==> config.mk <==
export PLATFORM = sky130hd
export DESIGN_NAME = skacc_lane
export DESIGN_NICKNAME = d
export VERILOG_FILES = /design/src/hw/rtl/skacc_pkg.sv /design/src/hw/rtl/skacc_lane.sv
export SDC_FILE = /design/constraint.sdc
export NUM_CORES = 2
export LEC_CHECK = 0
export ABC_CLOCK_PERIOD_IN_PS = 9400
export BUFFER_PORTS_ARGS = -buffer_cell sky130_fd_sc_hd__clkbuf_2
export CAP_MARGIN = 15
export CORE_MARGIN = 4
export CORE_UTILIZATION = 37
export CTS_BUF_LIST = sky130_fd_sc_hd__clkbuf_4 sky130_fd_sc_hd__clkbuf_8
export CTS_CLUSTER_DIAMETER = 30
export DETAILED_ROUTE_END_ITERATION = 12
export GPL_ROUTABILITY_DRIVEN = 0
export GPL_TIMING_DRIVEN = 0
export HOLD_SLACK_MARGIN = 0.12
export SYNTH_ARGS = -nofsm -noshare
export SYNTH_HDL_FRONTEND = slang
export SYNTH_SLANG_ARGS = --single-unit
==> constraint.sdc <==
create_clock -name clk -period 9.4 [get_ports clk]
set_input_delay 0.94 -clock clk [delete_from_list [all_inputs] [get_ports clk]]
set_output_delay 0.94 -clock clk [all_outputs]
set_load 0.01 [all_outputs]
==> src/hw/rtl/skacc_pkg.sv <==
`default_nettype none
package skacc_pkg;

	localparam int CHANS         = 4;
	localparam int DEFAULT_LANES = 4;

	localparam int TEXEL_W  = 16;
	localparam int WEIGHT_W = 18;
	localparam int PROD_W   = TEXEL_W + 1 + WEIGHT_W - 1;  // 34
	localparam int ROW_W    = 40;
	localparam int TOT_W    = 48;
	localparam int FRAC_BITS = 16;
	localparam int MUL_W    = ROW_W + WEIGHT_W;            // 58
	localparam int P_W      = MUL_W - FRAC_BITS;           // 42
	localparam int SPLIT    = ROW_W / 2;                   // 20

	localparam int CNT_W    = 3;
	localparam int TURN_W   = 2;
	localparam int CFG_IDX_W  = 2;
	localparam int CFG_DATA_W = 3;

	localparam logic [CFG_IDX_W-1:0] REG_CHANNEL_COUNT = 2'd0;
	localparam logic [CFG_IDX_W-1:0] REG_QUARTER_TURNS = 2'd1;

	localparam logic [CNT_W-1:0]  CHANNEL_COUNT_RST = 3'd4;
	localparam logic [TURN_W-1:0] QUARTER_TURNS_RST = 2'd0;

	typedef enum logic [TURN_W-1:0] {
		TURN_0   = 2'd0,
		TURN_90  = 2'd1,
		TURN_180 = 2'd2,
		TURN_270 = 2'd3
	} turn_t;

	typedef struct packed {
		logic prod_en;
		logic row_en;
		logic mul_en;
		logic fold_en;
		logic row_start;
	} lane_ctl_t;

	typedef struct packed {
		logic en;
		logic row_end;
		logic win_end;
		logic clr;
	} merge_ctl_t;

	function automatic logic signed [ROW_W-1:0] sat_row(input logic signed [ROW_W:0] x);
		logic signed [ROW_W-1:0] r;
		if (x[ROW_W] != x[ROW_W-1])
			r = x[ROW_W] ? {1'b1, {(ROW_W-1){1'b0}}} : {1'b0, {(ROW_W-1){1'b1}}};
		else
			r = x[ROW_W-1:0];
		return r;
	endfunction

	function automatic logic signed [TOT_W-1:0] sat_tot(input logic signed [TOT_W:0] x);
		logic signed [TOT_W-1:0] r;
		if (x[TOT_W] != x[TOT_W-1])
			r = x[TOT_W] ? {1'b1, {(TOT_W-1){1'b0}}} : {1'b0, {(TOT_W-1){1'b1}}};
		else
			r = x[TOT_W-1:0];
		return r;
	endfunction

endpackage
`default_nettype wire

==> src/hw/rtl/skacc_lane.sv <==
`default_nettype none
module skacc_lane
	import skacc_pkg::*;
(
	input  wire logic                       clk,
	input  wire logic                       arst_n,
	input  wire lane_ctl_t                  ctl,
	input  wire logic                       active,
	input  wire logic        [TEXEL_W-1:0]  texel,
	input  wire logic signed [WEIGHT_W-1:0] uw,
	input  wire logic signed [WEIGHT_W-1:0] vw,
	output logic signed      [P_W-1:0]      p
);

	logic signed [PROD_W-1:0]       prod_q;
	logic signed [ROW_W-1:0]        row_q;
	logic signed [ROW_W-SPLIT+WEIGHT_W-1:0] pp_hi_q;
	logic signed [SPLIT+WEIGHT_W:0] pp_lo_q;
	logic signed [P_W-1:0]          p_q;

	logic signed [ROW_W:0]  row_sum;
	logic signed [MUL_W-1:0] full;

	assign row_sum = {row_q[ROW_W-1], row_q}
		+ {{(ROW_W+1-PROD_W){prod_q[PROD_W-1]}}, prod_q};

	// recombine the two partial products of row sum times row weight
	assign full = {pp_hi_q, {SPLIT{1'b0}}}
		+ {{(MUL_W-SPLIT-WEIGHT_W-1){pp_lo_q[SPLIT+WEIGHT_W]}}, pp_lo_q};

	always_ff @(posedge clk) begin
		if (ctl.prod_en)
			prod_q <= $signed({1'b0, texel}) * uw;
		if (ctl.mul_en) begin
			pp_hi_q <= $signed(row_q[ROW_W-1:SPLIT]) * vw;
			pp_lo_q <= $signed({1'b0, row_q[SPLIT-1:0]}) * vw;
		end
		if (ctl.fold_en)
			p_q <= full[MUL_W-1:FRAC_BITS];
	end

	always_ff @(posedge clk or negedge arst_n) begin
		if (!arst_n) begin
			row_q <= '0;
		end else if (ctl.row_en && active) begin
			if (ctl.row_start)
				row_q <= {{(ROW_W-PROD_W){prod_q[PROD_W-1]}}, prod_q};
			else
				row_q <= sat_row(row_sum);
		end
	end

	assign p = p_q;

endmodule
`default_nettype wire

==> results.py <==
metrics = {
    "global_route": {
        "grt_pass1_wl_mm": 201.2,
        "grt_max_degree": 58,
        "grtUsageTotal_pct": 20.31,
        "grt_pass1_vias": 35660,
        "grt_antenna_before_repair": 14,
        "grt_overflow": 0,
    },
    "floorplan": {
        "start_util_pct": 37.48,
        "core-area_mm2": 0.1206,
        "die_y_um": 357.5,
        "die_area_mm2": 0.1278,
        "ioPinCount": 102,
        "rows": 127,
        "die_x_um": 357.5,
    },
    "logic_synthesis": {
        "synthTopCellsByCount": "1157 x inv_1, 938 x fa_1, 710 x nand2_1, 392 x ha_1, 353 x and2_1",
        "synth-warning-count": 0,
        "synth_ff_type": "edfxtp_1",
        "synth.cell_area_mm2": 0.04521,
        "ys_types": 78,
        "synth_top_cell_area_share_pct": 41.54,
        "synth-async-reset-ratio_pct": 22.60,
        "synth_fa_ha_area_share_pct": 52.39,
        "synth.most_common_cell": "inv_1",
        "synth_mux_area_share_pct": 0.04705,
        "yosysSeqAreaShare_pct": 11.31,
        "synth_area_leader_cell": "fa_1",
        "synth_edf_count": 137,
        "synth-compound-area-share_pct": 7.539,
        "yosys_register_bits": 177,
        "avgSynthCellArea_um2": 9.177,
        "synth_cells": 4926,
        "synthXorXnorAreaFrac_pct": 3.119,
        "synth_simple_gate_area_share_pct": 14.07,
        "synth_top_family_by_area": "adder cells",
        "syn_nets": 6316,
        "yosys-top-cells-area": "fa_1 42%, ha_1 11%, inv_1 9.6%, edfxtp_1 9.1%, nand2_1 5.9%",
    },
    "clock_tree": {
        "cts_max_path_buffers": 2,
        "cts_made_buffers": 17,
        "cts.clk_slew.worst_paths_ns": 0.13,
        "hold_buffers": 0,
        "htreeDepth": 4,
        "cts_tree": "done",
        "postCtsResizedCells": 0,
        "cts-root-buf": "clkbuf_8",
        "cts_sinks": 177,
        "clk_latency_ns": 0.62,
    },
    "detailed_routing": {
        "first_pass_iters": 6,
        "drc": 0,
        "vias": 33350,
        "wl_per_cell_um": 18.81,
        "routed_wirelength_mm": 125.2,
        "drt-vias-per-instance": 5.011,
        "drt_iter0_markers": 2139,
        "postRouteAntennaNets": 0,
    },
    "final_layout": {
        "fin_nets": 6415,
        "syn_to_final_growth_pct": 6.407,
        "final_layout_size_suffix_gt1_share_pct": 2.858,
    },
    "worst_setup_path": {
        "worstPathMaxFanout": 10,
        "cp.arrival_ns": 9.36,
        "endpoint_kind": "flop",
        "worstSetupStartpointType": "input pin",
        "r2r_setup_slack_ns": 0.66,
        "cp.required_ns": 9.74,
        "path_class": "input pin to flop",
    },
    "sta": {
        "hold_violations": 0,
        "relSlewSlack_pct": 22.31,
        "min_period_over_period_pct": 95.95,
        "rsz0062_at_grt": "false",
        "skew_ns": 0.04406,
        "min_period_ns": 9.019,
        "setup_viol_count_final": 0,
        "slew_viol_final": 0,
        "timing.fmax_mhz": 110.9,
        "setup_tns_ns": 0,
        "hold_slack_ns": 0.1811,
        "tightest_slew_ns": 1.162,
    },
    "placed_design": {
        "hpwl_mm": 105.1,
        "io_buffers": 78,
    },
    "outcome": {
        "outcome": "complete, no violations",
    },
    "flow_run": {
        "maxCapViolCount": 0,
    },
    "min_path": {
        "hold_class": "input pin to asynchronous set/reset pin",
    },
}
area by class of cell:
| class | count | area [µm²] |
|---|---|---|
| clock inverter | 14 | 167.7 |
| clock buffer | 18 | 241.5 |
| sequential | 177 | 5115 |
| tap | 1612 | 2017 |
| buffer | 217 | 860.8 |
| fill | 12110 | 72500 |
| antenna | 5 | 12.51 |
| inverter | 1157 | 4343 |
| timing repair buffer | 81 | 460.4 |
| multi-input combinational | 3374 | 34890 |
timing repair:
| action | in CTS | in global routing |
|---|---|---|
| buffers inserted | 0 | 0 |
| endpoints found under the hold margin | 0 | 0 |
| setup endpoints to repair | 0 | 1 |
logic make-up (layout without fill, tap and decap cells):
family | Yosys count | count (layout)
fa+ha+maj | 1330 | 1330
simple gates | 1348 | 1348
buf+inv | 1375 | 1487
other cells | 0 | 5
compound gates | 533 | 533
xor+xnor | 161 | 161
flops | 177 | 177
mux | 2 | 2
final timing paths:
check | start | end | cells past startpoint
setup / recovery | vw[1] | pp_lo_q[38]$_DFFE_PP_ | 22
min in group clk | pp_lo_q[19]$_DFFE_PP_ | p[3]$_DFFE_PP_ | 0
max in group asynchronous | arst_n | row_q[19]$_DFFE_PN0P_ | 2
hold / removal | arst_n | row_q[8]$_DFFE_PN0P_ | 1
setup reg to reg | row_q[18]$_DFFE_PN0P_ | pp_lo_q[36]$_DFFE_PP_ | 24
hold reg to reg | pp_lo_q[19]$_DFFE_PP_ | p[3]$_DFFE_PP_ | 0
cell usage in the layout, fill, tap and decap left out, drive strengths merged, types with 21 or more instances in the layout:
cell type,n
nor2,110
nand3,26
inv,1163
ha,392
or3,34
o21bai,21
xor2,38
and2,354
nand2b,30
xnor2,123
o21a,28
dfrtp,40
clkbuf,296
o21ai,113
a21oi,174
a21o,82
fa,938
edfxtp,137
nand2,710
critical path, stage by stage:
cell and delay [ns]:
clkbuf_2 0.22, clkbuf_1 0.81, clkbuf_1 0.57, nand2_1 0.16, fa_1 0.56, fa_1 0.53, inv_1 0.04, ha_1 0.28
fa_1 0.51, fa_1 0.58, fa_1 0.43, ha_1 0.32, a2111oi_0 0.50, o21ai_1 0.30, o211ai_1 0.24, a31oi_1 0.34
o41ai_2 0.90, o211ai_1 0.26, nand2_1 0.13, o21ai_1 0.13, o31ai_1 0.30, xnor2_1 0.27
routing by layer:
metal | share of wire [%] | vias up | global-route usage [%] | wire length, µm
met2 | 47 | 1222 | 33.95 | 58550
met1 | 42 | 16780 | 26.42 | 52390
met5 | 0.048 | - | 0 | 60
met3 | 7.5 | 250 | 3.697 | 9368
met4 | 3.8 | 8 | 7.420 | 4814
li1 | - | 15090 | - | -
per-stage QoR:
step	setup WS [ns]	util (%)	cells	cell area, µm²
5_1_grt	0.1411	39.88	6651	48090
6_report	0.3810	39.88	6655	48100
2_1_floorplan	2.234	-	4926	45210
3_5_place_dp	-0.2405	39.52	6618	47670
3_3_place_gp	-0.2213	39.48	6616	47610
4_1_cts	0.4128	39.86	6650	48070
registers in the layout (all words and copies together) (netlist names):
register  flops
p            42
pp_hi_q      38
pp_lo_q      23
prod_q       34
row_q        40
Power is not shown: default switching activity piles up to over one toggle a cycle in this logic, so the estimate is an artifact.
