===== src/hw/rtl/skacc_pkg.sv =====
`default_nettype none
package skacc_pkg;

	localparam int CHANS         = 4;
	localparam int DEFAULT_LANES = 4;

	localparam int TEXEL_W  = 16;
	localparam int WEIGHT_W = 18;
	localparam int PROD_W   = TEXEL_W + 1 + WEIGHT_W - 1;  // 34
	localparam int ROW_W    = 40;
	localparam int TOT_W    = 48;
	localparam int FRAC_BITS = 16;
	localparam int MUL_W    = ROW_W + WEIGHT_W;            // 58
	localparam int P_W      = MUL_W - FRAC_BITS;           // 42
	localparam int SPLIT    = ROW_W / 2;                   // 20

	localparam int CNT_W    = 3;
	localparam int TURN_W   = 2;
	localparam int CFG_IDX_W  = 2;
	localparam int CFG_DATA_W = 3;

	localparam logic [CFG_IDX_W-1:0] REG_CHANNEL_COUNT = 2'd0;
	localparam logic [CFG_IDX_W-1:0] REG_QUARTER_TURNS = 2'd1;

	localparam logic [CNT_W-1:0]  CHANNEL_COUNT_RST = 3'd4;
	localparam logic [TURN_W-1:0] QUARTER_TURNS_RST = 2'd0;

	typedef enum logic [TURN_W-1:0] {
		TURN_0   = 2'd0,
		TURN_90  = 2'd1,
		TURN_180 = 2'd2,
		TURN_270 = 2'd3
	} turn_t;

	typedef struct packed {
		logic prod_en;
		logic row_en;
		logic mul_en;
		logic fold_en;
		logic row_start;
	} lane_ctl_t;

	typedef struct packed {
		logic en;
		logic row_end;
		logic win_end;
		logic clr;
	} merge_ctl_t;

	function automatic logic signed [ROW_W-1:0] sat_row(input logic signed [ROW_W:0] x);
		logic signed [ROW_W-1:0] r;
		if (x[ROW_W] != x[ROW_W-1])
			r = x[ROW_W] ? {1'b1, {(ROW_W-1){1'b0}}} : {1'b0, {(ROW_W-1){1'b1}}};
		else
			r = x[ROW_W-1:0];
		return r;
	endfunction

	function automatic logic signed [TOT_W-1:0] sat_tot(input logic signed [TOT_W:0] x);
		logic signed [TOT_W-1:0] r;
		if (x[TOT_W] != x[TOT_W-1])
			r = x[TOT_W] ? {1'b1, {(TOT_W-1){1'b0}}} : {1'b0, {(TOT_W-1){1'b1}}};
		else
			r = x[TOT_W-1:0];
		return r;
	endfunction

endpackage
`default_nettype wire


===== src/hw/rtl/skacc_merge.sv =====
`default_nettype none
module skacc_merge
	import skacc_pkg::*;
(
	input  wire logic                    clk,
	input  wire logic                    arst_n,
	input  wire merge_ctl_t              ctl,
	input  wire logic        [CNT_W-1:0] n_act,
	input  wire turn_t                   turns,
	input  wire logic signed [P_W-1:0]   p [CHANS],
	input  wire logic                    out_stall,
	output logic                         out_valid,
	output logic signed      [TOT_W-1:0] sums [CHANS]
);

	logic signed [TOT_W-1:0] totals_q [CHANS];
	logic signed [TOT_W-1:0] sums_q   [CHANS];
	logic                    out_valid_q;

	logic signed [P_W:0]     pe  [CHANS];
	logic signed [P_W:0]     a   [CHANS];
	logic signed [TOT_W-1:0] nxt [CHANS];
	logic signed [TOT_W-1:0] base;
	logic                    rot;

	assign rot = (n_act >= CNT_W'(2));

	always_comb begin
		for (int c = 0; c < CHANS; c++) begin
			pe[c] = {p[c][P_W-1], p[c]};
			a[c]  = pe[c];
		end
		if (rot) begin
			unique case (turns)
				TURN_90: begin
					a[0] = -pe[1];
					a[1] = pe[0];
				end
				TURN_180: begin
					a[0] = -pe[0];
					a[1] = -pe[1];
				end
				TURN_270: begin
					a[0] = pe[1];
					a[1] = -pe[0];
				end
				default: begin
					a[0] = pe[0];
					a[1] = pe[1];
				end
			endcase
		end
	end

	always_comb begin
		base = '0;
		for (int c = 0; c < CHANS; c++) begin
			base = ctl.clr ? '0 : totals_q[c];
			if (ctl.row_end && (CNT_W'(c) < n_act))
				nxt[c] = sat_tot({base[TOT_W-1], base}
					+ {{(TOT_W-P_W){a[c][P_W]}}, a[c]});
			else
				nxt[c] = base;
		end
	end

	always_ff @(posedge clk or negedge arst_n) begin
		if (!arst_n) begin
			for (int c = 0; c < CHANS; c++)
				totals_q[c] <= '0;
			out_valid_q <= 1'b0;
		end else begin
			if (ctl.en)
				for (int c = 0; c < CHANS; c++)
					totals_q[c] <= nxt[c];
			if (ctl.en && ctl.win_end)
				out_valid_q <= 1'b1;
			else if (!out_stall)
				out_valid_q <= 1'b0;
		end
	end

	always_ff @(posedge clk) begin
		if (ctl.en && ctl.win_end)
			for (int c = 0; c < CHANS; c++)
				sums_q[c] <= (CNT_W'(c) < n_act) ? nxt[c] : '0;
	end

	assign out_valid = out_valid_q;
	assign sums      = sums_q;

endmodule
`default_nettype wire


===== config.mk =====
export PLATFORM = sky130hd
export DESIGN_NAME = skacc_merge
export DESIGN_NICKNAME = d
export VERILOG_FILES = /design/src/hw/rtl/skacc_pkg.sv /design/src/hw/rtl/skacc_merge.sv
export SDC_FILE = /design/constraint.sdc
export NUM_CORES = 1
export LEC_CHECK = 0
export BUFFER_PORTS_ARGS = -buffer_cell sky130_fd_sc_hd__buf_2
export CAP_MARGIN = 20
export CELL_PAD_IN_SITES_DETAIL_PLACEMENT = 1
export CELL_PAD_IN_SITES_GLOBAL_PLACEMENT = 1
export CORE_ASPECT_RATIO = 0.7
export CORE_MARGIN = 3
export CORE_UTILIZATION = 35
export CTS_CLUSTER_DIAMETER = 100
export DETAILED_ROUTE_END_ITERATION = 8
export PLACE_DENSITY = 0.66
export SLEW_MARGIN = 20
export SYNTH_ARGS = -nofsm -noshare
export SYNTH_HDL_FRONTEND = slang
export SYNTH_SLANG_ARGS = --single-unit

===== constraint.sdc =====
create_clock -name clk -period 4.34 [get_ports clk]
set_clock_uncertainty 0.2 [all_clocks]
set_input_delay 0.868 -clock clk [delete_from_list [all_inputs] [get_ports clk]]
set_output_delay 0.868 -clock clk [all_outputs]
set_load 0.02 [all_outputs]

==> flow_summary.yaml <==
placed_design:
  port_buffers: 372
  dp_hpwl_um: 132000
  place_inst: 6901
  place.gp.congestion: 0.967
  pre_cts_ws_ns: -2.39
  postPlaceCellArea_um2: 46400
worst_setup_path:
  crit_fanout: 7
  critPathCaptureType: "flop"
  arrival_ns: 6.04
  crit_buf_inv: 6
  crit_type: "in2reg"
  max_stage_delay_ns: 0.56
  path_delay_family: "simple AND/OR/NAND/NOR gates"
  cp.required_ns: 4.49
  startpoint_type: "primary input"
  crit_top_cell: "buf_6"
  slowest_stage: "or4_4"
timing:
  maxSlewHeadroom_pct: 37.1
  max_freq_mhz: 170
  hold_viol: 0
  period_share_pct: 136
  rsz0062_at_grt: "yes"
  final-setup-viol-count: 192
  drv_slew: 0
  worst_pin_slew_ns: 0.940
  period_needed_ns: 5.89
  setup_slack_ns: -1.55
cts:
  clkSinkCount: 385
  htreeDepth: 2
  cts_inserted_buffers: 47
  insertion_delay_ns: 0.62
  cts.clk_slew.worst_paths_ns: 0.07
  cts_tree: "done"
  clockRootBuffer: "clkbuf_16"
  cts_buffer_depth: 3
pwr:
  power.density_nw_per_um2: 455
  p_leak_nw: 24.0
  ir_worst_vdd_v: 0.000326
synth:
  synth_fa_ha_area_share_pct: 7.55
  netlist_area_um2: 33800
  synth_cell_types: 100
  synth_compound_area_share_pct: 28.2
  synth-seq-cells: 385
  avgSynthCellArea_um2: 7.82
  synth_top_family_by_area: "compound AO/OA/AOI/OAI gates"
  syn_nets: 4695
  ys_seq_area_share_pct: 31.4
  syn-instance-count: 4317
  postSynth.asyncResetShare_pct: 50.1
  ys.flop_type: "dfrtp_1"
  synth_top_area_share_pct: 17.1
  synth_edf_count: 192
  yosysWarnings: 0
  synth-xor-area-share_pct: 5.96
  yosysTopAreaCell: "edfxtp_1"
  synth_area_leaders: "edfxtp_1 (17%), dfrtp_1 (14%), ha_1 (7.2%), a21oi_1 (6.2%), nand2_1 (6.2%)"
  synth.area.mux_share_pct: 0.819
  synth-simple-area-share_pct: 21.6
die:
  rows: 94
  die_h_um: 266
  initial_core_util_pct: 35.6
  die_area_um2: 100000
  ios: 373
  core_um2: 94800
  die_w_um: 377
finish:
  areaGrowthSynthToFinish_pct: 56.2
  nFillCells: 11300
  final_area_um2: 52700
  drive_gt1_share_pct: 41.7
  final_cells: 7122
  final_nets: 6210
routing:
  via_count: 41700
  wirelength_um: 179000
  drtAntennaViolNets: 0
  dr.pass1.iters: 5
  drc: 0
  via_per_inst: 5.86
  drt_iter0_markers: 3673
  wl_per_cell_um: 25.2
global_route:
  first_global_vias: 41800
  grt_max_degree: 71
  gr-usage-all-layers_pct: 33.6
  antenna_found_initial: 7
  grt_pass1_wl_um: 262000
  grt-ovfl-total: 0
run_status:
  outcome: "finished with violations"
  violations: "negative setup slack"
worst_hold_path:
  holdCritPathClass: "in2reg"
flow_run:
  maxCapViolCount: 0
## repair_timing
item                                    CTS  global route
gates cloned                             16             0
gates resized for setup                 476           319
buffers inserted                         82            53
hold endpoints to repair                  1             0
hold buffers                              1             0
pin swaps                               196           202
endpoints found under the setup margin  348           327
## Yosys cell counts, types with 16 or more instances
cell type,n
nor2b_1,203
a21o_1,113
nor3_1,76
and3_1,21
nand2b_1,31
o21ai_0,304
xor2_1,79
a21oi_1,421
a221oi_1,22
o31ai_1,17
mux2i_1,16
a211oi_1,50
xnor2_1,149
clkbuf_1,242
and2_1,26
nand3_1,67
ha_1,194
nand4_1,53
a22o_1,47
edfxtp_1,192
a221o_1,20
o21bai_1,34
o21a_1,31
inv_1,93
or3_1,35
o22ai_1,56
buf_2,29
nor2_1,383
nand2_1,560
o21ai_1,193
buf_1,21
a22oi_1,21
a31oi_1,37
dfrtp_1,193
o211ai_1,41
## flip-flops by register name (all words and copies together) (netlist names)
name,count
out_valid,1
sums,192
totals_q,192
## layout by cell type, fill, tap and decap left out, drive strengths merged, types with 21 or more instances in the layout
master	n
nand4	53
buf	1754
o21a	31
edfxtp	192
a22o	47
nand2	561
xor2	80
nand2b	31
and3	21
o211ai	41
nor3	79
o21ai	497
a21o	113
a22oi	21
inv	97
ha	194
a21oi	421
nor2	384
a221oi	23
o21bai	34
clkbuf	54
a211oi	51
o22ai	56
clkinv	23
xnor2	149
nand3	69
nor2b	203
and2	29
or3	37
a31oi	37
dfrtp	193
## layer usage
metal | track usage [%] | vias to the layer above | part of all wire (%)
li1 | - | 18700 | -
met2 | 50.5 | 1732 | 43
met5 | 0 | - | 0.021
met3 | 5.55 | 299 | 8.2
met4 | 8.11 | 6 | 2.8
met1 | 49.9 | 21000 | 46
## per-stage QoR
| stage | TNS (ns) | utilization, % | hold slack, ns | power, mW |
|---|---|---|---|---|
| after floorplan | -266.78 | - | 0.242 | 11.2 |
| after global placement | -503.24 | 49.0 | 0.254 | 16.4 |
| after detailed placement | -549.91 | 49.0 | 0.262 | 16.7 |
| after CTS | -236.35 | 53.9 | 0.232 | 22.7 |
| after global routing | -283.24 | 55.6 | 0.262 | 25.1 |
| final | -260.35 | 55.6 | 0.276 | 24.0 |
## final cells by class
class,count,area (um^2),area share (%)
multi-input cells,3548,25200,47.8
repair buffers,1755,13400,25.4
flip-flops and latches,385,10600,20.1
well taps,1248,1560,2.96
clock buffers,54,1250,2.38
inverters,95,367,0.695
clock inverters,34,340,0.645
diodes,3,7.51,0.0142
## kinds of logic (layout without fill, tap and decap cells)
logic type / count (synthesis) / in the layout
and+or+nand+nor: 1544 / 1547
AOI/OAI and AO/OA: 1541 / 1541
buffers and inverters: 390 / 1938
DFF: 385 / 385
xor gates and xnor gates: 229 / 229
adders and majority gates: 202 / 202
muxes: 26 / 29
other: 0 / 3
## power breakdown
group	internal, mW	switching, mW
Combinational	6.61	7.97
Clock	2.39	1.82
Sequential	4.71	0.494
## worst paths after layout
kind | start | endpoint | slack [ns] | depth (start not counted)
hold / removal | out_stall | out_valid | 0.28 | 2
min in group asynchronous | arst_n | totals_q[162] | 0.55 | 2
hold reg to reg | totals_q[133] | totals_q[133] | 0.28 | 2
max in group asynchronous | arst_n | totals_q[25] | 2.33 | 3
setup reg to reg | totals_q[96] | sums[97] | 0.07 | 14
setup / recovery | p[143] | sums[175] | -1.55 | 25
## worst reg2reg max path, cell delays in order, from the launching register on
cell and delay, ns:
dfrtp_1 0.38, nor2b_1 0.15, ha_1 0.22, fa_1 0.41
a211o_1 0.29, a21oi_1 0.24, a22o_1 0.30, a21oi_1 0.16
a41o_1 0.28, o211a_1 0.26, a2111o_1 0.43, buf_6 0.15
and2_4 0.20, a21o_1 0.20, o21a_1 0.16
Power figures use the tool's default switching activity.
